File: src/hdl/wcm_pkg.sv
package wcm_pkg;

   // defaults for the top-level parameters
   localparam int PATTERN_MAX_DEF   = 32;
   localparam int CAPTURE_DEPTH_DEF = 63;
   localparam int POSITION_BITS_DEF = 16;

   localparam int CHAR_REGS   = 4;
   localparam int CHARS_TOTAL = 32;
   localparam int CSR_IDX_W   = 3;
   localparam int CSR_DATA_W  = 64;
   localparam int LEN_W       = 6;
   localparam int START_W     = 16;
   localparam int END_W       = 16;
   localparam int RSP_DATA_W  = 32;

   localparam logic [CSR_IDX_W-1:0] REG_CHARS_A = 3'd0;
   localparam logic [CSR_IDX_W-1:0] REG_CHARS_B = 3'd1;
   localparam logic [CSR_IDX_W-1:0] REG_CHARS_C = 3'd2;
   localparam logic [CSR_IDX_W-1:0] REG_CHARS_D = 3'd3;
   localparam logic [CSR_IDX_W-1:0] REG_LENGTH  = 3'd4;
   localparam logic [CSR_IDX_W-1:0] REG_START   = 3'd5;

   localparam logic [LEN_W-1:0] LENGTH_RESET = 6'd1;

   localparam logic [7:0] MARK_SKIP = 8'h2A;  // '*'
   localparam logic [7:0] MARK_COPY = 8'h40;  // '@'

   typedef enum logic [1:0] {
      KIND_CAPTURE = 2'd0,
      KIND_DONE    = 2'd1,
      KIND_MISS    = 2'd2
   } kind_type;

   typedef enum logic [2:0] {
      ST_IDLE,
      ST_STEP,
      ST_FETCH,
      ST_PUSH,
      ST_DONE,
      ST_MISS
   } wcm_state_type;

   typedef struct packed {
      logic load;
      logic step;
      logic fetch;
      logic push_cap;
      logic push_done;
      logic push_miss;
   } wcm_cmd_type;

   typedef struct packed {
      logic loop_done;
      logic match;
      logic miss;
      logic count_zero;
      logic emit_last;
      logic out_free;
   } wcm_stat_type;

endpackage

File: src/hdl/wcm_ctrl.sv
module wcm_ctrl (
   input  logic                 clock,
   input  logic                 reset,
   input  logic                 req_tvalid,
   output logic                 req_tready,
   input  wcm_pkg::wcm_stat_type stat,
   output wcm_pkg::wcm_cmd_type  cmd
);
   import wcm_pkg::*;

   wcm_state_type state_ff, state_in;

   always_ff @(posedge clock) begin
      if (reset) begin
         state_ff <= ST_IDLE;
      end else begin
         state_ff <= state_in;
      end
   end

   always_comb begin
      state_in   = state_ff;
      cmd        = '0;
      req_tready = 1'b0;
      case (state_ff)
         ST_IDLE: begin
            req_tready = 1'b1;
            if (req_tvalid) begin
               cmd.load = 1'b1;
               state_in = ST_STEP;
            end
         end
         ST_STEP: begin
            cmd.step = 1'b1;
            if (stat.loop_done) begin
               if (stat.match) begin
                  state_in = stat.count_zero ? ST_DONE : ST_FETCH;
               end else if (stat.miss) begin
                  state_in = ST_MISS;
               end else begin
                  state_in = ST_IDLE;
               end
            end
         end
         ST_FETCH: begin
            cmd.fetch = 1'b1;
            state_in  = ST_PUSH;
         end
         ST_PUSH: begin
            if (stat.out_free) begin
               cmd.push_cap = 1'b1;
               state_in     = stat.emit_last ? ST_DONE : ST_FETCH;
            end
         end
         ST_DONE: begin
            if (stat.out_free) begin
               cmd.push_done = 1'b1;
               state_in      = ST_IDLE;
            end
         end
         ST_MISS: begin
            if (stat.out_free) begin
               cmd.push_miss = 1'b1;
               state_in      = ST_IDLE;
            end
         end
         default: begin
            state_in = ST_IDLE;
         end
      endcase
   end

   a_accept_steps: assert property (@(posedge clock) disable iff (reset)
      (req_tvalid && req_tready) |=> (state_ff == ST_STEP))
      else $error("accepted beat not followed by a match step");

   a_push_needs_slot: assert property (@(posedge clock) disable iff (reset)
      (cmd.push_cap || cmd.push_done || cmd.push_miss) |-> stat.out_free)
      else $error("result pushed while output register busy");

endmodule

File: src/hdl/wcm_dp.sv
module wcm_dp #(
   parameter int PATTERN_MAX   = wcm_pkg::PATTERN_MAX_DEF,
   parameter int CAPTURE_DEPTH = wcm_pkg::CAPTURE_DEPTH_DEF,
   parameter int POSITION_BITS = wcm_pkg::POSITION_BITS_DEF
) (
   input  logic                            clock,
   input  logic                            reset,
   input  logic                            csr_wr_en,
   input  logic [wcm_pkg::CSR_IDX_W-1:0]   csr_index,
   input  logic [wcm_pkg::CSR_DATA_W-1:0]  csr_wr_data,
   input  logic [7:0]                      req_tdata,
   input  logic                            req_tlast,
   input  wcm_pkg::wcm_cmd_type            cmd,
   output wcm_pkg::wcm_stat_type           stat,
   input  logic                            rsp_tready,
   output logic                            rsp_tvalid,
   output logic [wcm_pkg::RSP_DATA_W-1:0]  rsp_tdata,
   output logic [1:0]                      rsp_tuser,
   output logic                            rsp_tlast
);
   import wcm_pkg::*;

   localparam int IDXW = $clog2(PATTERN_MAX + 1);
   localparam int CNTW = $clog2(CAPTURE_DEPTH + 1);
   localparam int CAW  = (CAPTURE_DEPTH > 1) ? $clog2(CAPTURE_DEPTH) : 1;
   localparam logic [IDXW-1:0] LEN_MAX = IDXW'(PATTERN_MAX);
   localparam logic [CNTW-1:0] CNT_MAX = CNTW'(CAPTURE_DEPTH);

   // configuration
   logic [CSR_DATA_W-1:0] chars_ff [CHAR_REGS];
   logic [CSR_DATA_W-1:0] chars_in [CHAR_REGS];
   logic [LEN_W-1:0]      plen_ff, plen_in;
   logic [START_W-1:0]    start_ff, start_in;

   // match state
   logic [7:0]               ch_ff, ch_in;
   logic                     last_ff, last_in;
   logic [IDXW-1:0]          idx_ff, idx_in;
   logic                     skip_ff, skip_in;
   logic                     copy_ff, copy_in;
   logic                     fin_ff, fin_in;
   logic [POSITION_BITS-1:0] pos_ff, pos_in;
   logic [POSITION_BITS-1:0] endp_ff, endp_in;
   logic [CNTW-1:0]          cnt_ff, cnt_in;
   logic                     ovf_ff, ovf_in;
   logic [CNTW-1:0]          emit_ff, emit_in;

   // capture memory
   logic [7:0] cap_mem [CAPTURE_DEPTH];
   logic [7:0] rd_data_ff;

   // output register
   logic             ovalid_ff, ovalid_in;
   kind_type         okind_ff, okind_in;
   logic [7:0]       ocap_ff, ocap_in;
   logic [END_W-1:0] oend_ff, oend_in;
   logic             otrunc_ff, otrunc_in;
   logic             olast_ff, olast_in;

   // step results
   logic [7:0]          pat_bytes [CHARS_TOTAL];
   logic [7:0]          pch;
   logic [IDXW-1:0]     len;
   logic                in_range;
   logic [IDXW-1:0]     idx_nx;
   logic                skip_nx, copy_nx, ovf_nx, consumed, cap_wr;
   logic [CNTW-1:0]     cnt_nx;
   logic                loop_done, match;
   logic [POSITION_BITS-1:0] pos_inc;
   logic                out_free, do_rearm;

   always_comb begin
      for (int i = 0; i < CHARS_TOTAL; i++) begin
         pat_bytes[i] = chars_ff[i >> 3][(i & 7) * 8 +: 8];
      end
   end

   assign len      = (plen_ff > LEN_W'(PATTERN_MAX)) ? LEN_MAX : IDXW'(plen_ff);
   assign pch      = pat_bytes[5'(idx_ff)];
   assign in_range = idx_ff < len;
   assign pos_inc  = (&pos_ff) ? pos_ff : pos_ff + 1'b1;
   assign out_free = !ovalid_ff || rsp_tready;

   // one sub-step of the pattern walk
   always_comb begin
      idx_nx   = idx_ff;
      skip_nx  = skip_ff;
      copy_nx  = copy_ff;
      cnt_nx   = cnt_ff;
      ovf_nx   = ovf_ff;
      consumed = 1'b0;
      cap_wr   = 1'b0;
      if (in_range) begin
         if (pch == MARK_SKIP) begin
            skip_nx = 1'b1;
            idx_nx  = IDXW'(idx_ff + 1'b1);
         end else if (pch == MARK_COPY) begin
            copy_nx = 1'b1;
            idx_nx  = IDXW'(idx_ff + 1'b1);
         end else if (skip_ff) begin
            if (ch_ff == pch) begin
               skip_nx = 1'b0;
            end else begin
               consumed = 1'b1;
            end
         end else if (copy_ff) begin
            if (ch_ff == pch) begin
               copy_nx = 1'b0;
            end else begin
               consumed = 1'b1;
               if (cnt_ff < CNT_MAX) begin
                  cap_wr = 1'b1;
                  cnt_nx = CNTW'(cnt_ff + 1'b1);
               end else begin
                  ovf_nx = 1'b1;
               end
            end
         end else if (ch_ff == pch) begin
            idx_nx   = IDXW'(idx_ff + 1'b1);
            consumed = 1'b1;
         end else if (idx_ff == '0) begin
            consumed = 1'b1;
         end else begin
            // restart: same byte is looked at again from the pattern head
            idx_nx = '0;
            cnt_nx = '0;
            ovf_nx = 1'b0;
         end
      end
   end

   assign loop_done = fin_ff || consumed || !(idx_nx < len);
   assign match     = !fin_ff && !(idx_nx < len);

   always_comb begin
      stat.loop_done  = loop_done;
      stat.match      = match;
      stat.miss       = loop_done && !fin_ff && !match && last_ff;
      stat.count_zero = (cnt_ff == '0);
      stat.emit_last  = (CNTW'(emit_ff + 1'b1) == cnt_ff);
      stat.out_free   = out_free;
   end

   always_comb begin
      chars_in  = chars_ff;
      plen_in   = plen_ff;
      start_in  = start_ff;
      ch_in     = ch_ff;
      last_in   = last_ff;
      idx_in    = idx_ff;
      skip_in   = skip_ff;
      copy_in   = copy_ff;
      fin_in    = fin_ff;
      pos_in    = pos_ff;
      endp_in   = endp_ff;
      cnt_in    = cnt_ff;
      ovf_in    = ovf_ff;
      emit_in   = emit_ff;
      ovalid_in = ovalid_ff && !rsp_tready;
      okind_in  = okind_ff;
      ocap_in   = ocap_ff;
      oend_in   = oend_ff;
      otrunc_in = otrunc_ff;
      olast_in  = olast_ff;
      do_rearm  = 1'b0;

      if (csr_wr_en) begin
         case (csr_index)
            REG_CHARS_A: chars_in[0] = csr_wr_data;
            REG_CHARS_B: chars_in[1] = csr_wr_data;
            REG_CHARS_C: chars_in[2] = csr_wr_data;
            REG_CHARS_D: chars_in[3] = csr_wr_data;
            REG_LENGTH:  plen_in     = csr_wr_data[LEN_W-1:0];
            REG_START: begin
               start_in = csr_wr_data[START_W-1:0];
               pos_in   = POSITION_BITS'(csr_wr_data[START_W-1:0]);
            end
            default: ;
         endcase
      end

      if (cmd.load) begin
         ch_in   = req_tdata;
         last_in = req_tlast;
         emit_in = '0;
      end

      if (cmd.step) begin
         if (fin_ff) begin
            do_rearm = last_ff;
         end else begin
            idx_in  = idx_nx;
            skip_in = skip_nx;
            copy_in = copy_nx;
            cnt_in  = cnt_nx;
            ovf_in  = ovf_nx;
            if (loop_done) begin
               pos_in  = pos_inc;
               endp_in = consumed ? pos_inc : pos_ff;
            end
         end
      end

      if (cmd.push_cap) begin
         ovalid_in = 1'b1;
         okind_in  = KIND_CAPTURE;
         ocap_in   = rd_data_ff;
         oend_in   = '0;
         otrunc_in = 1'b0;
         olast_in  = 1'b0;
         emit_in   = CNTW'(emit_ff + 1'b1);
      end

      if (cmd.push_done) begin
         ovalid_in = 1'b1;
         okind_in  = KIND_DONE;
         ocap_in   = '0;
         oend_in   = END_W'(endp_ff);
         otrunc_in = ovf_ff;
         olast_in  = 1'b1;
         if (last_ff) begin
            do_rearm = 1'b1;
         end else begin
            fin_in = 1'b1;
         end
      end

      if (cmd.push_miss) begin
         ovalid_in = 1'b1;
         okind_in  = KIND_MISS;
         ocap_in   = '0;
         oend_in   = '0;
         otrunc_in = 1'b0;
         olast_in  = 1'b1;
         do_rearm  = 1'b1;
      end

      if (do_rearm) begin
         idx_in  = '0;
         skip_in = 1'b0;
         copy_in = 1'b0;
         fin_in  = 1'b0;
         pos_in  = POSITION_BITS'(start_ff);
         cnt_in  = '0;
         ovf_in  = 1'b0;
      end
   end

   always_ff @(posedge clock) begin
      if (reset) begin
         for (int i = 0; i < CHAR_REGS; i++) begin
            chars_ff[i] <= '0;
         end
         plen_ff   <= LENGTH_RESET;
         start_ff  <= '0;
         last_ff   <= 1'b0;
         idx_ff    <= '0;
         skip_ff   <= 1'b0;
         copy_ff   <= 1'b0;
         fin_ff    <= 1'b0;
         pos_ff    <= '0;
         cnt_ff    <= '0;
         ovf_ff    <= 1'b0;
         emit_ff   <= '0;
         ovalid_ff <= 1'b0;
      end else begin
         chars_ff  <= chars_in;
         plen_ff   <= plen_in;
         start_ff  <= start_in;
         last_ff   <= last_in;
         idx_ff    <= idx_in;
         skip_ff   <= skip_in;
         copy_ff   <= copy_in;
         fin_ff    <= fin_in;
         pos_ff    <= pos_in;
         cnt_ff    <= cnt_in;
         ovf_ff    <= ovf_in;
         emit_ff   <= emit_in;
         ovalid_ff <= ovalid_in;
      end
   end

   always_ff @(posedge clock) begin
      ch_ff     <= ch_in;
      endp_ff   <= endp_in;
      okind_ff  <= okind_in;
      ocap_ff   <= ocap_in;
      oend_ff   <= oend_in;
      otrunc_ff <= otrunc_in;
      olast_ff  <= olast_in;
   end

   always_ff @(posedge clock) begin
      if (cmd.step && !fin_ff && cap_wr) begin
         cap_mem[cnt_ff[CAW-1:0]] <= ch_ff;
      end
   end

   always_ff @(posedge clock) begin
      if (cmd.fetch) begin
         rd_data_ff <= cap_mem[emit_ff[CAW-1:0]];
      end
   end

   assign rsp_tvalid = ovalid_ff;
   assign rsp_tuser  = okind_ff;
   assign rsp_tlast  = olast_ff;
   assign rsp_tdata  = {7'b0, otrunc_ff, oend_ff, ocap_ff};

   a_count_bound: assert property (@(posedge clock) disable iff (reset)
      cnt_ff <= CNT_MAX)
      else $error("capture count beyond buffer depth");

   a_capture_not_last: assert property (@(posedge clock) disable iff (reset)
      (ovalid_ff && okind_ff == KIND_CAPTURE) |-> !olast_ff)
      else $error("captured byte flagged as end of run");

   a_done_settles: assert property (@(posedge clock) disable iff (reset)
      cmd.push_done |=> (fin_ff || (idx_ff == '0 && cnt_ff == '0)))
      else $error("done result neither finished nor rearmed");

   a_emit_in_range: assert property (@(posedge clock) disable iff (reset)
      cmd.fetch |-> (emit_ff < cnt_ff))
      else $error("capture read past fill count");

endmodule

File: src/hdl/wildcard_capture_matcher.sv
// channel   dir  beat fields (tdata low bit up / tuser / tlast)
// req_      in   tdata: text_byte[7:0]; tlast: final_byte
// rsp_      out  tdata: captured[7:0], end_position[23:8], truncated[24];
//                tuser: kind; tlast: run_end
// csr_      in   wr_en, index (0..5), wr_data (64b); no read-back
//
// Sequence: the IDLE state takes a byte, then the STEP state runs the pattern
//   sub-steps (a plain literal is one step; each marker and each restart adds
//   one). A match then runs FETCH (capture RAM read) and PUSH (output load)
//   for each captured byte, then DONE for the done beat.
// Reset: synchronous; clears control and config; capture RAM keeps contents.
// Stalls: rsp_tready low holds the output register and the sequencer waits.
module wildcard_capture_matcher #(
   parameter int PATTERN_MAX   = wcm_pkg::PATTERN_MAX_DEF,
   parameter int CAPTURE_DEPTH = wcm_pkg::CAPTURE_DEPTH_DEF,
   parameter int POSITION_BITS = wcm_pkg::POSITION_BITS_DEF
) (
   input  logic                           clock,
   input  logic                           reset,
   input  logic                           csr_wr_en,
   input  logic [wcm_pkg::CSR_IDX_W-1:0]  csr_index,
   input  logic [wcm_pkg::CSR_DATA_W-1:0] csr_wr_data,
   input  logic                           req_tvalid,
   output logic                           req_tready,
   input  logic [7:0]                     req_tdata,   // text_byte
   input  logic                           req_tlast,
   output logic                           rsp_tvalid,
   input  logic                           rsp_tready,
   output logic [wcm_pkg::RSP_DATA_W-1:0] rsp_tdata,   // captured, end_position, truncated
   output logic [1:0]                     rsp_tuser,   // kind
   output logic                           rsp_tlast
);
   import wcm_pkg::*;

   wcm_cmd_type  cmd;
   wcm_stat_type stat;

   wcm_ctrl u_ctrl (
      .clock      (clock),
      .reset      (reset),
      .req_tvalid (req_tvalid),
      .req_tready (req_tready),
      .stat       (stat),
      .cmd        (cmd)
   );

   wcm_dp #(
      .PATTERN_MAX   (PATTERN_MAX),
      .CAPTURE_DEPTH (CAPTURE_DEPTH),
      .POSITION_BITS (POSITION_BITS)
   ) u_dp (
      .clock       (clock),
      .reset       (reset),
      .csr_wr_en   (csr_wr_en),
      .csr_index   (csr_index),
      .csr_wr_data (csr_wr_data),
      .req_tdata   (req_tdata),
      .req_tlast   (req_tlast),
      .cmd         (cmd),
      .stat        (stat),
      .rsp_tready  (rsp_tready),
      .rsp_tvalid  (rsp_tvalid),
      .rsp_tdata   (rsp_tdata),
      .rsp_tuser   (rsp_tuser),
      .rsp_tlast   (rsp_tlast)
   );

endmodule

File: config.mk
export PLATFORM = sky130hd
export DESIGN_NAME = wildcard_capture_matcher
export DESIGN_NICKNAME = d
export VERILOG_FILES = /design/src/hdl/wcm_pkg.sv /design/src/hdl/wcm_ctrl.sv /design/src/hdl/wcm_dp.sv /design/src/hdl/wildcard_capture_matcher.sv
export SDC_FILE = /design/constraint.sdc
export NUM_CORES = 1
export LEC_CHECK = 0
export BUFFER_PORTS_ARGS = -buffer_cell sky130_fd_sc_hd__buf_2
export CAP_MARGIN = 20
export CORE_ASPECT_RATIO = 1.4
export CORE_MARGIN = 5
export CORE_UTILIZATION = 63
export CTS_BUF_LIST = sky130_fd_sc_hd__clkbuf_8
export DETAILED_ROUTE_END_ITERATION = 8
export GPL_TIMING_DRIVEN = 0
export MAX_ROUTING_LAYER = met4
export PLACE_DENSITY = 0.92
export RECOVER_POWER = 25
export SYNTH_ARGS = -nofsm -noshare
export SYNTH_HDL_FRONTEND = slang
export SYNTH_SLANG_ARGS = --single-unit
export TNS_END_PERCENT = 5
File: constraint.sdc
create_clock -name clock -period 7 [get_ports clock]
set_input_delay 1.4 -clock clock [delete_from_list [all_inputs] [get_ports clock]]
set_output_delay 1.4 -clock clock [all_outputs]
set_load 0.01 [all_outputs]
==> results.cfg, run 1 <==
[yosys]
yosysTopAreaCell = edfxtp_1
synth_enable_flop_cells = 536
yosysTopAreaCellShare_pct = 44.30
async_flop_share_pct = 0
synth_area_leaders = edfxtp_1 (44%), dfxtp_1 (19%), mux4_2 (14%)
synth-seq-area-share_pct = 63.53
synthFlopType = edfxtp_1
synthTopCellsByCount = nand2_1 (640), edfxtp_1 (536), dfxtp_1 (349), a21oi_1 (307), mux4_2 (218)
syn_inst = 2770
synth_seq_cells = 885
avgSynthCellArea_um2 = 13.12
syn_area_um2 = 36330
ys_types = 73
yosysMostFrequentCell = nand2_1
yosys_warnings = 0

[drt]
via_per_inst = 6.690
antenna_left = 0
drc = 0
post_drt_wl_per_cell_um = 31.61
firstDrtPassIters = 7
vias = 26000
wirelength_mm = 122.8
initialDrtViolationCount = 3777

[timing]
whs_ns = 0.4541
finClkSkew_ns = 0.05412
fin_ws_ns = 0.1725
drv_slew = 96
worst_pin_slew_ns = 1.679
rsz0062_at_grt = yes
min_period_ns = 6.828
finalSetupViolCount = 0
fin_setup_tns_ns = 0
hold_viol = 0
slew_headroom_pct = -11.93
timing.fmax_mhz = 146.5
finalCritPeriodShare_pct = 97.54

[worst_setup_path]
r2r-end = u_dp.pos_ff[7]
cp_cell_sequence = buf_8, buf_6, mux4_2, mux4_2, mux2i_4, or4b_4, a2111oi_4, buf_4, nor2_1, o21a_1, o21ai_1, o31ai_4, ha_1, a21o_1, a21o_1, a21oi_1, nor4bb_1, inv_1, o41a_4, a21boi_4, inv_2, buf_2, a211oi_1, o41ai_2
cp_slowest_cell = mux4_2
rrSetupSlack_ns = 0.17
slowest_delay_ns = 0.57
r2r.worst_path.cells = 24
critical_path.max_fanout = 10
timing.rr.start = u_dp.idx_ff[1]
worstSetupStartpointType = flop
end_kind = flop
worst_ep_arrival_time_ns = 7.44
required_ns = 7.61
crit_type = reg2reg

[placement]
dp_hpwl_mm = 87.27
placed_cells = 3646
port_buffers = 110
preCtsSetupSlack_ns = -1.467
gp_congestion = 1.089

[worst_hold_path]
min_to = u_dp.chars_ff[172]
worstHoldStart = u_dp.chars_ff[172]
holdPathStages = 2
hp-class = reg2reg

[floorplanning]
coreArea_um2 = 57390
num_rows = 104
initial_utilization_pct = 63.31
die_x_um = 213.0
die_h_um = 294.1
dieArea_um2 = 62640
io_pins = 118

[power]
p_leak_nw = 13.26
fin_total_pwr_mw = 10.63
ir_drop_v = 0.0001661
p_per_area_nw_per_um2 = 260.5

[outcome]
violations = max-capacitance violations, max-slew violations
status = finished with violations

[finish]
fin_cells = 3886
syn2layout_area_growth_pct = 12.32
multi_input_area_um2 = 12540
drive_gt1_share_pct = 18.58
final_net_count = 3133
num-fill-cells = 3781
seq_area_um2 = 23080

[grt]
grt_max_degree = 37
grt_pass1_vias = 26030
grt_pass1_wl_mm = 176.3
antenna_found_initial = 6
grt_overflow = 0
track_usage_pct = 40.64

[cts]
clockBufferDepth = 3
numClockSinks = 885
root_buffer = clkbuf_8
cts_buffers = 121
path_clk_slew_ns = 0.06
hold_buffers = 0
clock_latency_ns = 0.78
cts_tree = yes
ctsHtreeMaxLevel = 3

[job]
maxCapViolations = 3
==> logic make-up (layout without fill, tap and decap cells) <==
family                     count (synthesis)  after routing  synth area share [%]
and+or+nand+nor                          888            888                 10.00
xor gates and xnor gates                  40             40                0.9643
other                                      1             14               0.01032
adders and majority gates                 16             16                0.5510
AOI/OAI and AO/OA                        452            452                 7.360
muxes                                    279            279                 15.25
DFF                                      885            885                 63.53
buffers and inverters                    209            570                 2.325
==> area by class of cell <==
type / instances / share of cell area, %
Sequential cell: 885 / 56.57
Multi-Input combinational cell: 1682 / 30.73
Clock buffer: 135 / 4.553
Tap cell: 742 / 2.275
Timing Repair Buffer: 139 / 2.119
Buffer: 187 / 2.039
Clock inverter: 89 / 1.478
Inverter: 20 / 0.1870
Antenna cell: 7 / 0.04293
==> flip-flops by register name, indices dropped and copies added (netlist names) <==
register         cells
u_dp.rsp_tuser       2
u_dp.endp_ff        16
u_dp.ch_ff           8
u_dp.ocap_ff         8
u_dp.emit_ff         6
u_dp.skip_ff         1
u_dp.cap_mem       504
u_dp.ovf_ff          1
u_dp.fin_ff          1
u_dp.oend_ff        16
u_dp.rsp_tvalid      1
u_dp.otrunc_ff       1
u_dp.chars_ff      256
u_dp.copy_ff         1
u_dp.plen_ff         6
u_dp.start_ff       16
u_dp.pos_ff         16
u_dp.rsp_tlast       1
u_dp.last_ff         1
u_ctrl.state_ff      3
u_dp.rd_data_ff      8
u_dp.idx_ff          6
u_dp.cnt_ff          6
==> routing by layer <==
| metal | global-route usage, % | vias to the layer above | wire length (um) |
|---|---|---|---|
| met4 | 34.30 | 0 | 14060 |
| met3 | 9.267 | 642 | 11790 |
| met5 | - | - | 0 |
| met2 | 64.67 | 2031 | 59860 |
| met1 | 42.50 | 12550 | 37130 |
| li1 | - | 10770 | - |
==> what timing repair did <==
action | CTS | global route
setup endpoints to repair | 35 | 35
pin swaps | 2 | 6
buffers inserted | 2 | 3
gates resized for setup | 36 | 15
hold endpoints to repair | 0 | 0
==> worst max path at each step <==
stage | depth (start not counted) | end | slack, ns | startpoint
6_report | 24 | u_dp.pos_ff[7] | 0.17 | u_dp.idx_ff[1]
2_1_floorplan | 23 | u_dp.pos_ff[15] | 0.86 | u_dp.idx_ff[2]
5_1_grt | 24 | u_dp.pos_ff[7] | -0.02 | u_dp.idx_ff[1]
4_1_cts | 28 | u_dp.pos_ff[0] | 0.0003 | u_dp.idx_ff[1]
3_3_place_gp | 23 | u_dp.pos_ff[9] | -2.21 | u_dp.idx_ff[2]
3_5_place_dp | 26 | u_dp.pos_ff[0] | -1.47 | u_dp.idx_ff[2]
==> report_power, final <==
part           switching [mW]  internal, mW  leakage [nW]  total (mW)
Combinational           0.534         0.275          4.19       0.808
Clock                    2.01          2.04          1.41        4.05
Sequential              0.104          5.67          7.66        5.77
==> through the flow <==
stage	utilization, %	instance area [um^2]
2_1_floorplan	-	36350
3_3_place_gp	65.93	37830
3_5_place_dp	66.66	38250
4_1_cts	71.22	40870
5_1_grt	71.10	40800
6_report	71.11	40810
==> layout by cell type, fill, tap and decap left out, drive strengths merged, types with 4 or more instances in the layout <==
master and n:
ha 16, a21oi 307, bufinv 7, xor2 15, a22o 19, clkinv 41
nor2 127, nor2b 8, dfxtp 349, xnor2 25, nand4 7, a211oi 4
a31oi 4, mux4 218, nand2b 10, or3 10, nand3b 5, diode 7
and2 6, a21o 9, nor3 13, o21ai 33, mux2i 54, nor4 4
inv 59, o31ai 8, conb 7, nand2 640, buf 169, a32o 11
mux2 7, and3 13, a22oi 26, nand3 28, edfxtp 536, or2 4
clkbuf 292
==> critical path, delay by kind of cell (launching register included) <==
kind,cells,cell delay [ns]
compound gates,11,2.62
fa+ha+maj,1,0.34
buf+inv,6,1.03
flops,1,0.43
mux,3,1.39
simple gates,3,0.88
Power figures use the tool's default switching activity.
==> run 2, diff against run 1 <==
--- a/config.mk
+++ b/config.mk
@@ -10,12 +10,14 @@
 export CORE_ASPECT_RATIO = 1.4
 export CORE_MARGIN = 5
 export CORE_UTILIZATION = 63
-export CTS_BUF_LIST = sky130_fd_sc_hd__clkbuf_8
+export CTS_BUF_LIST = sky130_fd_sc_hd__clkbuf_2 sky130_fd_sc_hd__clkbuf_4 sky130_fd_sc_hd__clkbuf_8
 export DETAILED_ROUTE_END_ITERATION = 8
 export GPL_TIMING_DRIVEN = 0
+export HOLD_SLACK_MARGIN = 0.1
 export MAX_ROUTING_LAYER = met4
 export PLACE_DENSITY = 0.92
 export RECOVER_POWER = 25
+export SLEW_MARGIN = 20
 export SYNTH_ARGS = -nofsm -noshare
 export SYNTH_HDL_FRONTEND = slang
 export SYNTH_SLANG_ARGS = --single-unit
==> results.cfg, run 2 (synthesized netlist as in run 1, its figures left out) <==
[grt]
antenna_found_initial = 6
grt_pass1_wl_mm = 177.1
grt_overflow = 0
grt_pass1_vias = 26360
track_usage_pct = 40.61
grt_max_degree = 32

[worst_setup_path]
end_kind = flop
required_ns = 7.62
worstSetupStartpointType = flop
worst_ep_arrival_time_ns = 7.45
crit_type = reg2reg
critical_path.max_fanout = 10

[placement]
port_buffers = 110
dp_hpwl_mm = 86.05
gp_congestion = 1.089
placed_cells = 3646

[timing]
slew_headroom_pct = -7.479
worst_pin_slew_ns = 1.612
finClkSkew_ns = 0.03723
drv_slew = 23
finalCritPeriodShare_pct = 97.51
finalSetupViolCount = 0
hold_viol = 0
timing.fmax_mhz = 146.5
min_period_ns = 6.825

[worst_hold_path]
hp-class = reg2reg

[finish]
final_common_cell = nand2_1
drive_gt1_share_pct = 20.04
syn2layout_area_growth_pct = 12.95
layout_common_cells = nand2_1 (640), edfxtp_1 (536), dfxtp_1 (348)
seq_area_um2 = 23080
fin_cells = 3893
num-fill-cells = 3714
largest_register_ffs = 504
final_net_count = 3138
multi_input_area_um2 = 12560

[floorplanning]
dieArea_um2 = 62640
initial_utilization_pct = 63.31
io_pins = 118
coreArea_um2 = 57390
die_x_um = 213.0
die_h_um = 294.1
num_rows = 104

[cts]
cts_buffers = 132
clockBufferDepth = 3
hold_buffers = 0
cts_tree = yes
clock_latency_ns = 0.77
ctsHtreeMaxLevel = 4
path_clk_slew_ns = 0.06
root_buffer = clkbuf_8
numClockSinks = 885

[job]
maxCapViolations = 1

[power]
ir_drop_v = 0.0001758
fin_total_pwr_mw = 11.05
p_per_area_nw_per_um2 = 269.4
p_leak_nw = 13.25

[drt]
initialDrtViolationCount = 3917
post_drt_wl_per_cell_um = 31.58
vias = 26210
via_per_inst = 6.731
wirelength_mm = 122.9
antenna_left = 0
firstDrtPassIters = 9
drc = 2

[outcome]
status = finished with violations
violations = design-rule violations, max-capacitance violations, max-slew violations
-- run 2: critical path, stage by stage, from the launching register on --
cell and delay [ns]:
dfxtp_2 0.42, buf_8 0.24, buf_8 0.22, mux4_2 0.56, mux4_2 0.57, mux2i_4 0.26
or4b_4 0.52, a2111oi_4 0.41, buf_4 0.20, nor2_1 0.06, o21a_1 0.21, o21ai_1 0.20
o31ai_4 0.14, ha_1 0.35, a21o_1 0.19, a21o_1 0.17, a21oi_1 0.18, nor4bb_1 0.29
inv_1 0.10, o41a_4 0.48, a21boi_4 0.24, inv_2 0.08, buf_2 0.20, a311oi_1 0.31
o31ai_1 0.11
-- run 2: report_power, final --
group	internal (mW)	total [mW]	switching [mW]
combinational	0.270	0.811	0.541
sequential	5.67	5.78	0.108
clock	2.39	4.46	2.08
total	8.33	11.1	2.73
-- run 2: final cells by class --
type | instances | share of cell area [%]
Sequential cell | 885 | 56.25
Clock inverter | 61 | 1.332
Timing Repair Buffer | 132 | 1.833
Inverter | 20 | 0.1860
Tap cell | 742 | 2.262
Buffer | 188 | 2.070
Multi-Input combinational cell | 1682 | 30.60
Clock buffer | 175 | 5.412
Antenna cell | 8 | 0.04879
-- run 2: layer usage --
metal | wire length (um) | track usage, % | vias to the layer above
li1 | - | - | 10770
met3 | 11700 | 8.062 | 721
met1 | 37600 | 43.19 | 12570
met4 | 14140 | 34.41 | 0
met2 | 59490 | 64.69 | 2143
met5 | 0 | - | -
-- run 2: through the flow --
stage / TNS (ns) / setup slack [ns] / cell area [um^2] / hold slack (ns) / util (%)
2_1_floorplan: 0 / 0.8569 / 36350 / 0.4249 / -
3_3_place_gp: -83.34 / -2.210 / 37830 / 0.4330 / 65.93
3_5_place_dp: -44.74 / -1.386 / 38120 / 0.4438 / 66.44
4_1_cts: 0 / 0.03222 / 41010 / 0.4539 / 71.46
5_1_grt: -0.009637 / -0.009637 / 41030 / 0.4646 / 71.50
6_report: 0 / 0.1746 / 41030 / 0.4533 / 71.51
-- run 2: path summary, 6_finish.rpt --
kind	startpoint	endpoint	slack, ns	depth (start not counted)
max	u_dp.idx_ff[1]	u_dp.pos_ff[14]	0.17	24
min	u_dp.chars_ff[172]	u_dp.chars_ff[172]	0.45	2
max reg2reg	u_dp.idx_ff[1]	u_dp.pos_ff[14]	0.17	24
min reg2reg	u_dp.chars_ff[172]	u_dp.chars_ff[172]	0.45	2
-- run 2: repair_timing --
action,CTS,global route
cloned,0,0
setup endpoints to repair,35,35
setup buffers,1,3
pin swaps,1,5
gates resized for setup,27,26
